[config.mk]
export PLATFORM = sky130hd
export DESIGN_NAME = button_click_hold_classifier
export DESIGN_NICKNAME = d
export VERILOG_FILES = /design/src/bchc_pkg.sv /design/src/button_click_hold_classifier.sv /design/src/bchc_cfg.sv /design/src/bchc_core.sv
export SDC_FILE = /design/constraint.sdc
export NUM_CORES = 1
export LEC_CHECK = 0
export BUFFER_PORTS_ARGS = -buffer_cell sky130_fd_sc_hd__buf_2
export CELL_PAD_IN_SITES_DETAIL_PLACEMENT = 1
export CELL_PAD_IN_SITES_GLOBAL_PLACEMENT = 1
export CORE_MARGIN = 1
export CORE_UTILIZATION = 53
export DETAILED_ROUTE_END_ITERATION = 7
export PLACE_DENSITY = 0.92
export SETUP_SLACK_MARGIN = 0.15
export SYNTH_ARGS = -nofsm -noshare
export SYNTH_HDL_FRONTEND = slang
export SYNTH_SLANG_ARGS = --single-unit
[constraint.sdc]
create_clock -name clk_i -period 16.7 [get_ports clk_i]
set_clock_uncertainty 0.1 [all_clocks]
set_input_delay 0.835 -clock clk_i [delete_from_list [all_inputs] [get_ports clk_i]]
set_output_delay 0.835 -clock clk_i [all_outputs]
set_load 0.005 [all_outputs]
[src/bchc_pkg.sv]
// Package for the button click/hold classifier.
// Holds the configuration register indexes, reset values, event codes and
// the configuration bundle type. No dependencies.
`default_nettype none

package bchc_pkg;

  localparam int unsigned CfgW   = 16;
  localparam int unsigned CfgIdxW = 3;
  localparam int unsigned TimeW  = 32;
  localparam int unsigned EventW = 3;

  // Register indexes
  localparam logic [CfgIdxW-1:0] RegDebounce = 3'd0;
  localparam logic [CfgIdxW-1:0] RegDblGap   = 3'd1;
  localparam logic [CfgIdxW-1:0] RegHold     = 3'd2;
  localparam logic [CfgIdxW-1:0] RegLongHold = 3'd3;

  // Reset values
  localparam logic [CfgW-1:0] DebounceRst = 16'd20;
  localparam logic [CfgW-1:0] DblGapRst   = 16'd150;
  localparam logic [CfgW-1:0] HoldRst     = 16'd1000;
  localparam logic [CfgW-1:0] LongHoldRst = 16'd2000;

  // Event codes
  localparam logic [EventW-1:0] EvNone   = 3'd0;
  localparam logic [EventW-1:0] EvClick  = 3'd1;
  localparam logic [EventW-1:0] EvDouble = 3'd2;
  localparam logic [EventW-1:0] EvHold   = 3'd3;
  localparam logic [EventW-1:0] EvLong   = 3'd4;

  typedef struct packed {
    logic [CfgW-1:0] debounce_ms;
    logic [CfgW-1:0] double_click_gap_ms;
    logic [CfgW-1:0] hold_ms;
    logic [CfgW-1:0] long_hold_ms;
  } cfg_t;

endpackage

`default_nettype wire

[src/button_click_hold_classifier.sv]
// Button click/hold classifier: one event code per sampled button level.
//
// Input channel (in_valid_i/in_ready_o) carries level_i (0 pressed,
// 1 released) and a free-running millisecond stamp now_ms_i. Each input
// transaction produces exactly one output transaction on
// (out_valid_o/out_ready_i) with event_res_o: 0 none, 1 click, 2 double
// click, 3 hold, 4 long hold.
// Sample path: input register -> classifier logic -> result register.
// One sample is taken every cycle while the receiver keeps up.
// When the receiver stalls, the result register holds and in_ready_o drops
// once the input register is also full; nothing is lost.
// Reset clears both register stages and restores the classifier state and
// the four timing registers (20, 150, 1000, 2000 ms). The user must write the
// timing registers through cfg_we_i/cfg_idx_i/cfg_wdata_i only while the block
// is idle; the block does not enforce it. Indexes 4 and up are ignored.
// Depends on bchc_pkg, bchc_cfg and bchc_core.
`default_nettype none

module button_click_hold_classifier (
  input  wire logic                          clk_i,
  input  wire logic                          rst_ni,
  input  wire logic                          cfg_we_i,
  input  wire logic [bchc_pkg::CfgIdxW-1:0]  cfg_idx_i,
  input  wire logic [bchc_pkg::CfgW-1:0]     cfg_wdata_i,
  input  wire logic                          in_valid_i,
  output logic                               in_ready_o,
  input  wire logic                          level_i,
  input  wire logic [bchc_pkg::TimeW-1:0]    now_ms_i,
  output logic                               out_valid_o,
  input  wire logic                          out_ready_i,
  output logic      [bchc_pkg::EventW-1:0]   event_res_o
);

  bchc_pkg::cfg_t cfg;

  logic                         in_valid_q;
  logic                         level_q;
  logic [bchc_pkg::TimeW-1:0]   now_ms_q;
  logic                         out_valid_q;
  logic [bchc_pkg::EventW-1:0]  event_res_q;
  logic [bchc_pkg::EventW-1:0]  event_d;
  logic                         step;
  logic                         in_xfer;

  // advance the held sample when the result register is free or draining
  assign step       = in_valid_q && (!out_valid_q || out_ready_i);
  assign in_ready_o = !in_valid_q || step;
  assign in_xfer    = in_valid_i && in_ready_o;

  bchc_cfg u_cfg (
    .clk_i       (clk_i),
    .rst_ni      (rst_ni),
    .cfg_we_i    (cfg_we_i),
    .cfg_idx_i   (cfg_idx_i),
    .cfg_wdata_i (cfg_wdata_i),
    .cfg_o       (cfg)
  );

  bchc_core u_core (
    .clk_i    (clk_i),
    .rst_ni   (rst_ni),
    .step_i   (step),
    .level_i  (level_q),
    .now_ms_i (now_ms_q),
    .cfg_i    (cfg),
    .event_o  (event_d)
  );

  always_ff @(posedge clk_i or negedge rst_ni) begin
    if (!rst_ni) begin
      in_valid_q <= 1'b0;
    end else if (in_ready_o) begin
      in_valid_q <= in_valid_i;
    end
  end

  always_ff @(posedge clk_i) begin
    if (in_xfer) begin
      level_q  <= level_i;
      now_ms_q <= now_ms_i;
    end
  end

  always_ff @(posedge clk_i or negedge rst_ni) begin
    if (!rst_ni) begin
      out_valid_q <= 1'b0;
    end else if (step) begin
      out_valid_q <= 1'b1;
    end else if (out_ready_i) begin
      out_valid_q <= 1'b0;
    end
  end

  always_ff @(posedge clk_i) begin
    if (step) begin
      event_res_q <= event_d;
    end
  end

  assign out_valid_o = out_valid_q;
  assign event_res_o = event_res_q;

endmodule

`default_nettype wire

[src/bchc_cfg.sv]
// Configuration register file for the button click/hold classifier.
// Depends on bchc_pkg for indexes, reset values and cfg_t.
`default_nettype none

module bchc_cfg (
  input  wire logic                          clk_i,
  input  wire logic                          rst_ni,
  input  wire logic                          cfg_we_i,
  input  wire logic [bchc_pkg::CfgIdxW-1:0]  cfg_idx_i,
  input  wire logic [bchc_pkg::CfgW-1:0]     cfg_wdata_i,
  output bchc_pkg::cfg_t                     cfg_o
);

  bchc_pkg::cfg_t cfg_q;

  always_ff @(posedge clk_i or negedge rst_ni) begin
    if (!rst_ni) begin
      cfg_q.debounce_ms         <= bchc_pkg::DebounceRst;
      cfg_q.double_click_gap_ms <= bchc_pkg::DblGapRst;
      cfg_q.hold_ms             <= bchc_pkg::HoldRst;
      cfg_q.long_hold_ms        <= bchc_pkg::LongHoldRst;
    end else if (cfg_we_i) begin
      // indexes past the last register are dropped
      unique case (cfg_idx_i)
        bchc_pkg::RegDebounce: cfg_q.debounce_ms         <= cfg_wdata_i;
        bchc_pkg::RegDblGap:   cfg_q.double_click_gap_ms <= cfg_wdata_i;
        bchc_pkg::RegHold:     cfg_q.hold_ms             <= cfg_wdata_i;
        bchc_pkg::RegLongHold: cfg_q.long_hold_ms        <= cfg_wdata_i;
        default: ;
      endcase
    end
  end

  assign cfg_o = cfg_q;

endmodule

`default_nettype wire

[src/bchc_core.sv]
// Classifier state and per-sample event logic.
// Depends on bchc_pkg; updates its state on every step_i.
`default_nettype none

module bchc_core (
  input  wire logic                         clk_i,
  input  wire logic                         rst_ni,
  input  wire logic                         step_i,
  input  wire logic                         level_i,
  input  wire logic [bchc_pkg::TimeW-1:0]   now_ms_i,
  input  wire bchc_pkg::cfg_t               cfg_i,
  output logic      [bchc_pkg::EventW-1:0]  event_o
);

  localparam int unsigned TW = bchc_pkg::TimeW;

  logic          last_level_q, last_level_d;
  logic [TW-1:0] press_time_q, press_time_d;
  logic [TW-1:0] release_time_q, release_time_d;
  logic          dbl_wait_q, dbl_wait_d;
  logic          dbl_on_rel_q, dbl_on_rel_d;
  logic          single_ok_q, single_ok_d;
  logic          ign_rel_q, ign_rel_d;
  logic          hold_done_q, hold_done_d;
  logic          long_done_q, long_done_d;

  logic [TW-1:0] since_up, since_down, since_up2, since_down2;
  logic [TW-1:0] deb_w, gap_w, hold_w, long_w;
  logic          press_upd, rel_upd;
  logic [bchc_pkg::EventW-1:0] ev;

  assign deb_w  = {{(TW-bchc_pkg::CfgW){1'b0}}, cfg_i.debounce_ms};
  assign gap_w  = {{(TW-bchc_pkg::CfgW){1'b0}}, cfg_i.double_click_gap_ms};
  assign hold_w = {{(TW-bchc_pkg::CfgW){1'b0}}, cfg_i.hold_ms};
  assign long_w = {{(TW-bchc_pkg::CfgW){1'b0}}, cfg_i.long_hold_ms};

  assign since_up   = now_ms_i - release_time_q;
  assign since_down = now_ms_i - press_time_q;

  always_comb begin
    last_level_d   = level_i;
    press_time_d   = press_time_q;
    release_time_d = release_time_q;
    dbl_wait_d     = dbl_wait_q;
    dbl_on_rel_d   = dbl_on_rel_q;
    single_ok_d    = single_ok_q;
    ign_rel_d      = ign_rel_q;
    hold_done_d    = hold_done_q;
    long_done_d    = long_done_q;
    press_upd      = 1'b0;
    rel_upd        = 1'b0;
    ev             = bchc_pkg::EvNone;

    priority if (!level_i && last_level_q && (since_up > deb_w)) begin
      press_time_d = now_ms_i;
      press_upd    = 1'b1;
      ign_rel_d    = 1'b0;
      single_ok_d  = 1'b1;
      hold_done_d  = 1'b0;
      long_done_d  = 1'b0;
      dbl_on_rel_d = (since_up < gap_w) && !dbl_on_rel_q && dbl_wait_q;
      dbl_wait_d   = 1'b0;
    end else if (level_i && !last_level_q && (since_down > deb_w)) begin
      if (!ign_rel_q) begin
        release_time_d = now_ms_i;
        rel_upd        = 1'b1;
        priority if (!dbl_on_rel_q) begin
          dbl_wait_d = 1'b1;
        end else if (!hold_done_q) begin
          ev           = bchc_pkg::EvDouble;
          dbl_on_rel_d = 1'b0;
          dbl_wait_d   = 1'b0;
          single_ok_d  = 1'b0;
        end else if (long_done_q) begin
          ev = bchc_pkg::EvLong;
        end else begin
        end
      end else if (!long_done_q) begin
        ev = bchc_pkg::EvHold;
      end
    end else begin
    end

    // after an edge the matching stamp equals now, so its age is zero
    since_up2   = rel_upd   ? '0 : since_up;
    since_down2 = press_upd ? '0 : since_down;

    // single click once the double-click gap has run out
    if (level_i && (since_up2 >= gap_w) && dbl_wait_d && !dbl_on_rel_d && single_ok_d &&
        (ev != bchc_pkg::EvDouble)) begin
      ev         = bchc_pkg::EvClick;
      dbl_wait_d = 1'b0;
    end

    if (!level_i && (since_down2 >= hold_w)) begin
      if (!hold_done_d) begin
        ign_rel_d    = 1'b1;
        dbl_on_rel_d = 1'b0;
        dbl_wait_d   = 1'b0;
        hold_done_d  = 1'b1;
      end
      if ((since_down2 >= long_w) && !long_done_d) begin
        ev          = bchc_pkg::EvLong;
        long_done_d = 1'b1;
      end
    end
  end

  always_ff @(posedge clk_i or negedge rst_ni) begin
    if (!rst_ni) begin
      last_level_q   <= 1'b1;
      press_time_q   <= '1;
      release_time_q <= '1;
      dbl_wait_q     <= 1'b0;
      dbl_on_rel_q   <= 1'b0;
      single_ok_q    <= 1'b1;
      ign_rel_q      <= 1'b0;
      hold_done_q    <= 1'b0;
      long_done_q    <= 1'b0;
    end else if (step_i) begin
      last_level_q   <= last_level_d;
      press_time_q   <= press_time_d;
      release_time_q <= release_time_d;
      dbl_wait_q     <= dbl_wait_d;
      dbl_on_rel_q   <= dbl_on_rel_d;
      single_ok_q    <= single_ok_d;
      ign_rel_q      <= ign_rel_d;
      hold_done_q    <= hold_done_d;
      long_done_q    <= long_done_d;
    end
  end

  assign event_o = ev;

endmodule

`default_nettype wire

== Word level (Yosys, flattened, before mapping) ==
Index checks and enable logic that the tools add are counted.
Operators by class
  reduce and logical (&&, ||, !) cells: 32
  bitwise operators: 2
  divide/modulo/power cells: 0
  shift-type cells: 0
  eq/ne operators: 4
  mux-type cells: 46
  magnitude comparators: 6
  add/sub/neg operators: 2
  multiply operators: 0
Operator list (count)
  greater-or-equal comparator 32 x 16 -> 1 bit: 3
  greater-than comparator 32 x 16 -> 1 bit: 2
  two-way mux 32 bit: 2
  subtractor 32 bit: 2
  two-way mux 1 bit: 34
  < comparator 32 x 16 -> 1 bit: 1
  two-way mux 3 bit: 9
  logical AND 1 bit: 15
  AND reduction 2 bit: 5
  zero test 1 bit: 7
  equality test 3 x 2 -> 1 bit, second input constant: 2
  AND reduction 4 bit: 1
  equality test 3 x 1 -> 1 bit, second input constant: 1
  zero test 3 bit: 1
  != test 3 x 2 -> 1 bit, second input constant: 1
  logical OR 1 bit: 2
  two-way mux 2 bit: 1
  NOT 1 bit: 2
  nonzero test 2 bit: 1
Word-level totals
  memory bits (writable): 0
  memory bits (read-only): 0
  flip-flop bits (word level): 173
  input port bits: 57
  logic and storage cells: 110
  memories kept: 0
  latch bits: 0
  output and inout bits: 5

== Longest topological paths before layout ==
Gate-level depths: netlist of the first run.
  depth after elaboration: 15
  depth in mapped cells: 35
  mapped depth without buffers: 33

== Modules after synthesis ==
A second synthesis of the first run with hierarchy kept.
Second synthesis, totals
  cell total of the unflattened synthesis: 1410
  area total of the unflattened synthesis: 13336.5 µm²
Modules (own cells, without submodules)
  bchc_core: area each 9681.8 µm², cells each 1228, instances 1, seq. area each 1859.3 µm²
  bchc_cfg: area each 2469.9 µm², cells each 138, instances 1, seq. area each 1624.1 µm²
  button_click_hold_classifier: area each 1184.9 µm², cells each 44, instances 1, seq. area each 1131.1 µm²

== Worst setup path before layout of the first run ==
Ideal clock, no wire load.
  kind: flip-flop to flip-flop
  start: register u_core.release_time_q[0]
  end: register event_res_q, in the netlist event_res_o[2], data pin
  setup time: 256 ps
  path buffers: 2
  path slack: 10673 ps
  required time: 16344 ps
  period minus slack after synthesis: 6027 ps
  cell stages (with the launch flop): 33
  data arrival time: 5672 ps
  cell sequence: dfstp_2 > ha_1 > inv_1 > fa_1 > a211oi_1 > o21ai_1 > a31oi_1 > o21ai_0 > xor2_1 > ha_1 > a21o_1 > a21oi_1 > o21a_1 > o21ai_0 > o41ai_1 > nand3_1 > and3b_1 > buf_6 > clkbuf_1 > or2_1 > ha_1 > nand2b_1 > a21o_1 > a21o_1 > a21o_1 > a21o_1 > a21o_1 > a21o_1 > a21oi_1 > o21ai_0 > nand2_1 > a221oi_1 > a41o_1
Between the ends
  word-level cells in the longest chain between the ends: 14
  elaborated cells between the ends (all ways): 31
  classes of those cells: 1 x add/sub; 5 x order compare; 1 x eq/ne; 12 x mux; 12 x reduce/logical
Ends and longest elaborated chain
  start: declaration: line bchc_core.sv:19  | logic [TW-1:0] release_time_q, release_time_d;
  start signal: assignment: line bchc_core.sv:123  | release_time_q <= release_time_d;
  subtractor 32 bit (*): line bchc_core.sv:37  | assign since_up = now_ms_i - release_time_q;
  greater-than comparator 32 x 16 -> 1 bit: line bchc_core.sv:54  | priority if (!level_i && last_level_q && (since_up > deb_w)) begin
  logical AND 1 bit: line bchc_core.sv:54
  two-way mux 1 bit: line bchc_core.sv:54
  two-way mux 32 bit: line bchc_core.sv:85  | since_up2 = rel_upd ? '0 : since_up;
  greater-or-equal comparator 32 x 16 -> 1 bit: line bchc_core.sv:89  | if (level_i && (since_up2 >= gap_w) && dbl_wait_d && !dbl_on_rel_d && single_ok_d &&
  logical AND 1 bit (5 in series): line bchc_core.sv:89
  two-way mux 3 bit: line bchc_core.sv:89
  two-way mux 3 bit: line bchc_core.sv:102  | if ((since_down2 >= long_w) && !long_done_d) begin
  two-way mux 3 bit (*): line bchc_core.sv:95  | if (!level_i && (since_down2 >= hold_w)) begin
  net event_d, one bit: line button_click_hold_classifier.sv:41  | logic [bchc_pkg::EventW-1:0] event_d;
  end signal: assignment: line button_click_hold_classifier.sv:96  | event_res_q <= event_d;
  end: declaration: line button_click_hold_classifier.sv:40  | logic [bchc_pkg::EventW-1:0] event_res_q;
Mark *: on every way through the listed nets, which the timed path passes. The rest lies on a longest branch.
A chain may end at the register's enable or synchronous reset.

== Worst setup path in the final report of the first run ==
  start: register u_core.release_time_q[0]
  end: register u_core.dbl_on_rel_q
Between the ends
  word-level cells in the longest chain between the ends: 8
  elaborated cells between the ends (all ways): 14
  classes of those cells: 1 x add/sub; 3 x order compare; 6 x mux; 4 x reduce/logical
Ends and longest elaborated chain
  subtractor 32 bit (*): line bchc_core.sv:37
  greater-than comparator 32 x 16 -> 1 bit: line bchc_core.sv:54
  logical AND 1 bit: line bchc_core.sv:54
  two-way mux 1 bit: line bchc_core.sv:54
  two-way mux 32 bit: line bchc_core.sv:86  | since_down2 = press_upd ? '0 : since_down;
  greater-or-equal comparator 32 x 16 -> 1 bit: line bchc_core.sv:95
  logical AND 1 bit: line bchc_core.sv:95
  two-way mux 1 bit (*): line bchc_core.sv:95
  end signal: assignment: line bchc_core.sv:125  | dbl_on_rel_q <= dbl_on_rel_d;
  end: declaration: line bchc_core.sv:21  | logic dbl_on_rel_q, dbl_on_rel_d;
Every way passes the cells marked *; elsewhere a longest branch is shown, timed or not.

==> impl_metrics.ini, run 1 <==
[status]
status = finished, final reports clean

[clock_network]
cts_tree = yes
clockRootBuffer = clkbuf_16
cts_max_level = 4
postCtsResizedCells = 0
cts_post_setup_buffers_inserted = 0
ctsLongestPathBuffers = 2
worstSkewPairLatency_ps = 450
numCtsBuffers = 17
clk_pin_slew_ps = 80
clock_sinks = 173
holdBufCountCts = 0

[global_route]
track_usage_pct = 36.4
gr-total-overflow = 0
grt_pass1_vias = 13000
grt_pass1_wl_um = 72200
grt_max_degree = 77
antenna_found_initial = 0

[worst_setup_path]
critPathMaxStageDelay_ps = 850
critPathArrivalTime_ps = 8540
r2r-start = u_core.release_time_q[0]
cp-start-kind = flip-flop
startpoint = u_core.release_time_q[0]
crit_type = flip-flop to flip-flop
reg2reg_depth = 26
slowest_stage = o41ai_1
cp.required_ps = 16960
crit_path_end_kind = flip-flop
critical_path.max_fanout = 18
crit_path_end = u_core.dbl_on_rel_q
worst-r2r-setup-slack_ps = 8410
r2r-end = u_core.dbl_on_rel_q

[logic_synthesis]
synth_warnings = 0
netlist_instances = 1465
ys.flop_type = dfstp_2
netlist_top_cells_area = dfstp_2, ha_1, dfrtp_1
synth-seq-area-share_pct = 34.2
avgSynthCellArea_um2 = 9.20
syn-num-nets = 1681
syn_area_um2 = 13500
synth_edf_count = 36
yosysTopAreaCellShare_pct = 16.4
synth.distinct_cells = 80
synthArstFlopShare_pct = 79.2
ys_seq_elements = 173
synth_top_area_cell = dfstp_2

[die]
die_x_um = 161
rows = 57
ioPinCount = 62
coreArea_um2 = 24600
dieArea_um2 = 26100
dieHeight_um = 161
initial_core_util_pct = 54.8

[sta]
rsz0062_at_grt = false
tns_ps = 0
maxSlewViolCount = 0
hold_viol = 0
post-route-period-util_pct = 49.6
finalSetupViolations = 0
slew-limit-headroom_pct = 30.4
worstMarginPinSlew_ps = 1030
period_needed_ps = 8290
max_freq_mhz = 121

[power]
cellPowerDensity_nw_per_um2 = 212
p_leak_nw = 6.51
finalPower_mw = 3.09
ir_drop_mv = 0.111

[final_layout]
post-route-cell-area_um2 = 14600
multi_input_area_um2 = 8060
area_growth_pct = 8.16
fin_nets = 1712
seq_area_um2 = 4610
antenna_cells = 0
fillers = 2842
drive_above_1_share_pct = 15.4

[routing]
drtIter0Drc = 963
postRouteAntennaNets = 0
firstDrtPassIters = 5
viasPerCell = 6.56
drc_errors = 0
routedWlPerCell_um = 25.1
routed_wirelength_um = 46100
vias = 12000

[placement]
dpl_cell_area_um2 = 14000
place_hpwl_um = 34100
gp_congestion = 0.947
port_buffers = 61

[min_path]
min_path_type = primary input to async pin

[job]
drv_cap = 0
worst max-delay path, delay by kind of cell, from the launching register on:
kind	cells	cell delay (ps)
buffers and inverters	1	90
AO/OA/AOI/OAI	14	3830
AND/OR/NAND/NOR	6	2050
adder cells (fa/ha/maj)	4	1150
flip-flops	1	560
XOR/XNOR	1	360
stage by stage:
stage	hold WS (ps)	setup WS (ps)	utilization, %	cells
floorplan	351	10670	-	1465
global placement	372	9450	56.8	1801
detailed placement	389	8890	56.8	1801
CTS	274	8720	59.2	1833
global route	299	8220	59.2	1833
finish	253	8410	59.2	1833
per-layer routing:
| metal | global-route usage, % | share of wire, % |
|---|---|---|
| met1 | 40.2 | 38 |
| met2 | 63.3 | 50 |
| met4 | 25.2 | 6.9 |
| met3 | 6.65 | 6.0 |
| met5 | 0 | 0 |
cell type report:
cell class	count	area share, %
Timing Repair Buffer	65	2.34
Tap cell	324	2.78
Sequential cell	173	31.7
Multi-Input combinational cell	1093	55.3
Inverter	146	3.76
Clock buffer	19	3.26
Clock inverter	13	0.927
state kept, by name (all words and copies together), names as in the netlist:
register / count
u_core.single_ok_q: 1
u_core.dbl_wait_q: 1
u_core.hold_done_q: 1
event_res_o: 3
u_core.ign_rel_q: 1
level_q: 1
out_valid_o: 1
u_core.last_level_q: 1
u_core.press_time_q: 32
u_core.release_time_q: 32
now_ms_q: 32
u_core.long_done_q: 1
in_valid_q: 1
u_cfg.cfg_o: 64
u_core.dbl_on_rel_q: 1
synthesized netlist by cell type (30+ instances only):
cell type	count
mux2_1	52
o21ai_0	100
inv_1	146
edfxtp_1	36
nor2_1	61
mux2_2	30
nand4_1	36
dfstp_2	84
a21oi_1	95
ha_1	157
dfrtp_1	53
a21o_1	50
nand2_1	132
nor2b_1	40
where the power goes:
group	internal, mW	leakage, nW	switching (mW)
Sequential	0.605	1.87	0.0782
Clock	0.217	0.302	0.200
Combinational	0.764	4.34	1.22
layout by cell type, fill, tap and decap left out, types with 10 or more instances in the layout:
master     Yosys  final
a211oi_1      14     14
a21o_1        50     50
a21oi_1       95     95
a31oi_1       10     10
buf_2         16     60
clkbuf_16      0     19
dfrtp_1       53     53
dfstp_2       84     84
edfxtp_1      36     36
ha_1         157    157
inv_1        146    146
mux2_1        52     52
mux2_2        30     30
mux2i_1       10     10
nand2_1      132    132
nand2b_1      20     20
nand3_1       19     19
nand4_1       36     36
nor2_1        61     61
nor2b_1       40     40
nor3_1        27     27
nor4_1        11     11
o211ai_1      19     19
o21a_1        18     18
o21ai_0      100    100
o21ai_1       16     16
xnor2_1       22     22
xor2_1        16     16
worst min-delay path by stage:
stage                       start            endpoint  cells after the start
2_1_floorplan  u_core.single_ok_q  u_core.single_ok_q                      2
3_5_place_dp   u_core.single_ok_q  u_core.single_ok_q                      2
4_1_cts                    rst_ni     u_cfg.cfg_o[26]                      1
6_report                   rst_ni     u_cfg.cfg_o[26]                      1
5_1_grt                    rst_ni     u_cfg.cfg_o[26]                      1
3_3_place_gp   u_core.single_ok_q  u_core.single_ok_q                      2
kinds of logic (layout without fill, tap and decap cells):
group	after synthesis	count (layout)	synth area share [%]
DFF	173	173	34.2
and+or+nand+nor	402	402	15.5
AOI/OAI and AO/OA	402	402	19.1
xor gates and xnor gates	38	38	2.47
adders and majority gates	159	159	14.9
muxes	92	92	7.59
buffers and inverters	199	243	6.26
Note: power is estimated with default switching activity, not from simulation.
==> run 2, diff against run 1 <==
- CORE_UTILIZATION: 53 -> 44
- PLACE_DENSITY: 0.92 -> 0.82
- clock period: 16.7 -> 7.4 ns (I/O delays scaled with it)
==> run 2 against run 1 <==
Effect of this change: wire length decreased by 5.6%; setup slack worse by 8000 ps; cell area rose by 3.0%; combinational power increased by 120%; global-route usage is 7.6 points lower; sequential cell count unchanged; total power rose by 120%; worst hold slack worse by 230 ps; largest power group unchanged.
==> impl_metrics.ini, run 2 (synthesis gave the netlist of run 1 again) <==
[global_route]
grt_max_degree = 73
gr-total-overflow = 0
track_usage_pct = 28.7
antenna_found_initial = 1
grt_pass1_wl_um = 69200
grt_pass1_vias = 12700

[clock_network]
clock_sinks = 173
clk_pin_slew_ps = 80
clockRootBuffer = clkbuf_16
worstSkewPairLatency_ps = 460
ctsLongestPathBuffers = 2
cts_max_level = 4
cts_tree = yes
numCtsBuffers = 17

[die]
initial_core_util_pct = 45.1
die_x_um = 177
dieHeight_um = 177
coreArea_um2 = 29900
dieArea_um2 = 31300
ioPinCount = 62
rows = 63

[status]
status = finished, final reports clean

[worst_setup_path]
crit_type = flip-flop to flip-flop
r2r-end = u_core.dbl_on_rel_q
cp-start-kind = flip-flop
cp.required_ps = 7670
reg2reg_depth = 25
crit_path_end_kind = flip-flop
critical_path.max_fanout = 12
r2r-start = u_core.release_time_q[21]
worst-r2r-setup-slack_ps = 420
critPathArrivalTime_ps = 7240

[final_layout]
most-common-layout-cells = ha_1, inv_1, nand2_1
area_growth_pct = 11.4
largest_reg_flops = 64
final_common_cell = ha_1
drive_above_1_share_pct = 15.3
fin_nets = 1748

[routing]
routed_wirelength_um = 43500
viasPerCell = 6.11
drtIter0Drc = 630
drc_errors = 0
routedWlPerCell_um = 22.5
postRouteAntennaNets = 0
vias = 11800
firstDrtPassIters = 5

[min_path]
min_path_cells = 1
min_to = now_ms_q[10]
min_path_type = primary input to flip-flop
hold_path.startpoint = now_ms_i[10]

[sta]
worstMarginPinSlew_ps = 1100
tns_ps = 0
hold_viol = 0
period_needed_ps = 6980
maxSlewViolCount = 0
finalSetupViolations = 0
rsz0062_at_grt = false
slew-limit-headroom_pct = 25.9
max_freq_mhz = 143
post-route-period-util_pct = 94.3

[job]
drv_cap = 0

[placement]
gp_congestion = 0.979
place_hpwl_um = 33200
port_buffers = 61

[power]
ir_drop_mv = 0.233
finalPower_mw = 6.90
p_leak_nw = 6.66
cellPowerDensity_nw_per_um2 = 459
==> run 2: power breakdown <==
part / internal (mW) / switching, mW / total, mW
Combinational: 1.74 / 2.69 / 4.42
Clock: 0.513 / 0.434 / 0.947
Sequential: 1.37 / 0.159 / 1.52
==> run 2: worst max-delay path by stage <==
stage                                    from                  end  slack (ps)  cells past startpoint
floorplan            u_core.release_time_q[0]       event_res_o[2]        1370                     32
global placement     u_core.release_time_q[0]  u_core.dbl_on_rel_q         620                     26
detailed placement                now_ms_q[0]  u_core.dbl_on_rel_q         620                     27
CTS                               now_ms_q[7]  u_core.dbl_on_rel_q         320                     24
global route                      now_ms_q[0]  u_core.dbl_on_rel_q         110                     30
finish              u_core.release_time_q[21]  u_core.dbl_on_rel_q         420                     25
==> run 2: metrics by stage <==
stage / utilization [%] / instances / instance area (um^2) / hold slack, ps / setup slack (ps)
after CTS: 50.2 / 1934 / 15000 / 7.60 / 325
after detailed placement: 47.1 / 1871 / 14100 / 315 / 617
after global routing: 50.2 / 1936 / 15000 / 12.3 / 110
after global placement: 47.1 / 1871 / 14100 / 302 / 622
final: 50.2 / 1936 / 15000 / 21.4 / 423
after floorplan: - / 1465 / 13500 / -25.6 / 1370
==> run 2: timing repair <==
item	in CTS	in global routing
hold endpoints to repair	79	0
buffers inserted	0	1
resized for setup	0	3
hold buffers	31	0
endpoints found under the setup margin	0	1
==> run 2: per-layer routing <==
metal	GRT usage, %	part of all wire (%)	up-vias
li1	-	-	5443
met2	51.4	50	362
met4	13.3	4.0	0
met5	0	0	-
met3	3.59	4.2	98
met1	34.0	42	5917
==> run 2: area by class of cell <==
cell class	count	area [um^2]
Sequential cell	173	4610
Inverter	146	548
Tap cell	390	488
Timing Repair Buffer	101	689
Antenna cell	1	2.50
Fill cell	3435	14900
Clock buffer	21	483
Clock inverter	11	119
Multi-Input combinational cell	1093	8060
==> run 2: critical path, cell delays in order, from the launching register on <==
cell and delay, ps:
dfstp_2 550, inv_1 60, ha_1 620, nand4_1 230, nor3_1 250, nand3_1 230, nand3_1 240, mux2i_1 410
o221ai_1 210, nor4b_2 470, buf_4 190, nand3_1 120, and3b_1 280, or2_1 290, ha_1 280, nand2b_1 140
a21o_1 170, a21o_1 170, a21o_1 180, a21oi_1 160, o21ai_0 110, o311ai_0 210, nand2_1 280, a2111oi_0 410
o311ai_1 260, o22ai_1 250
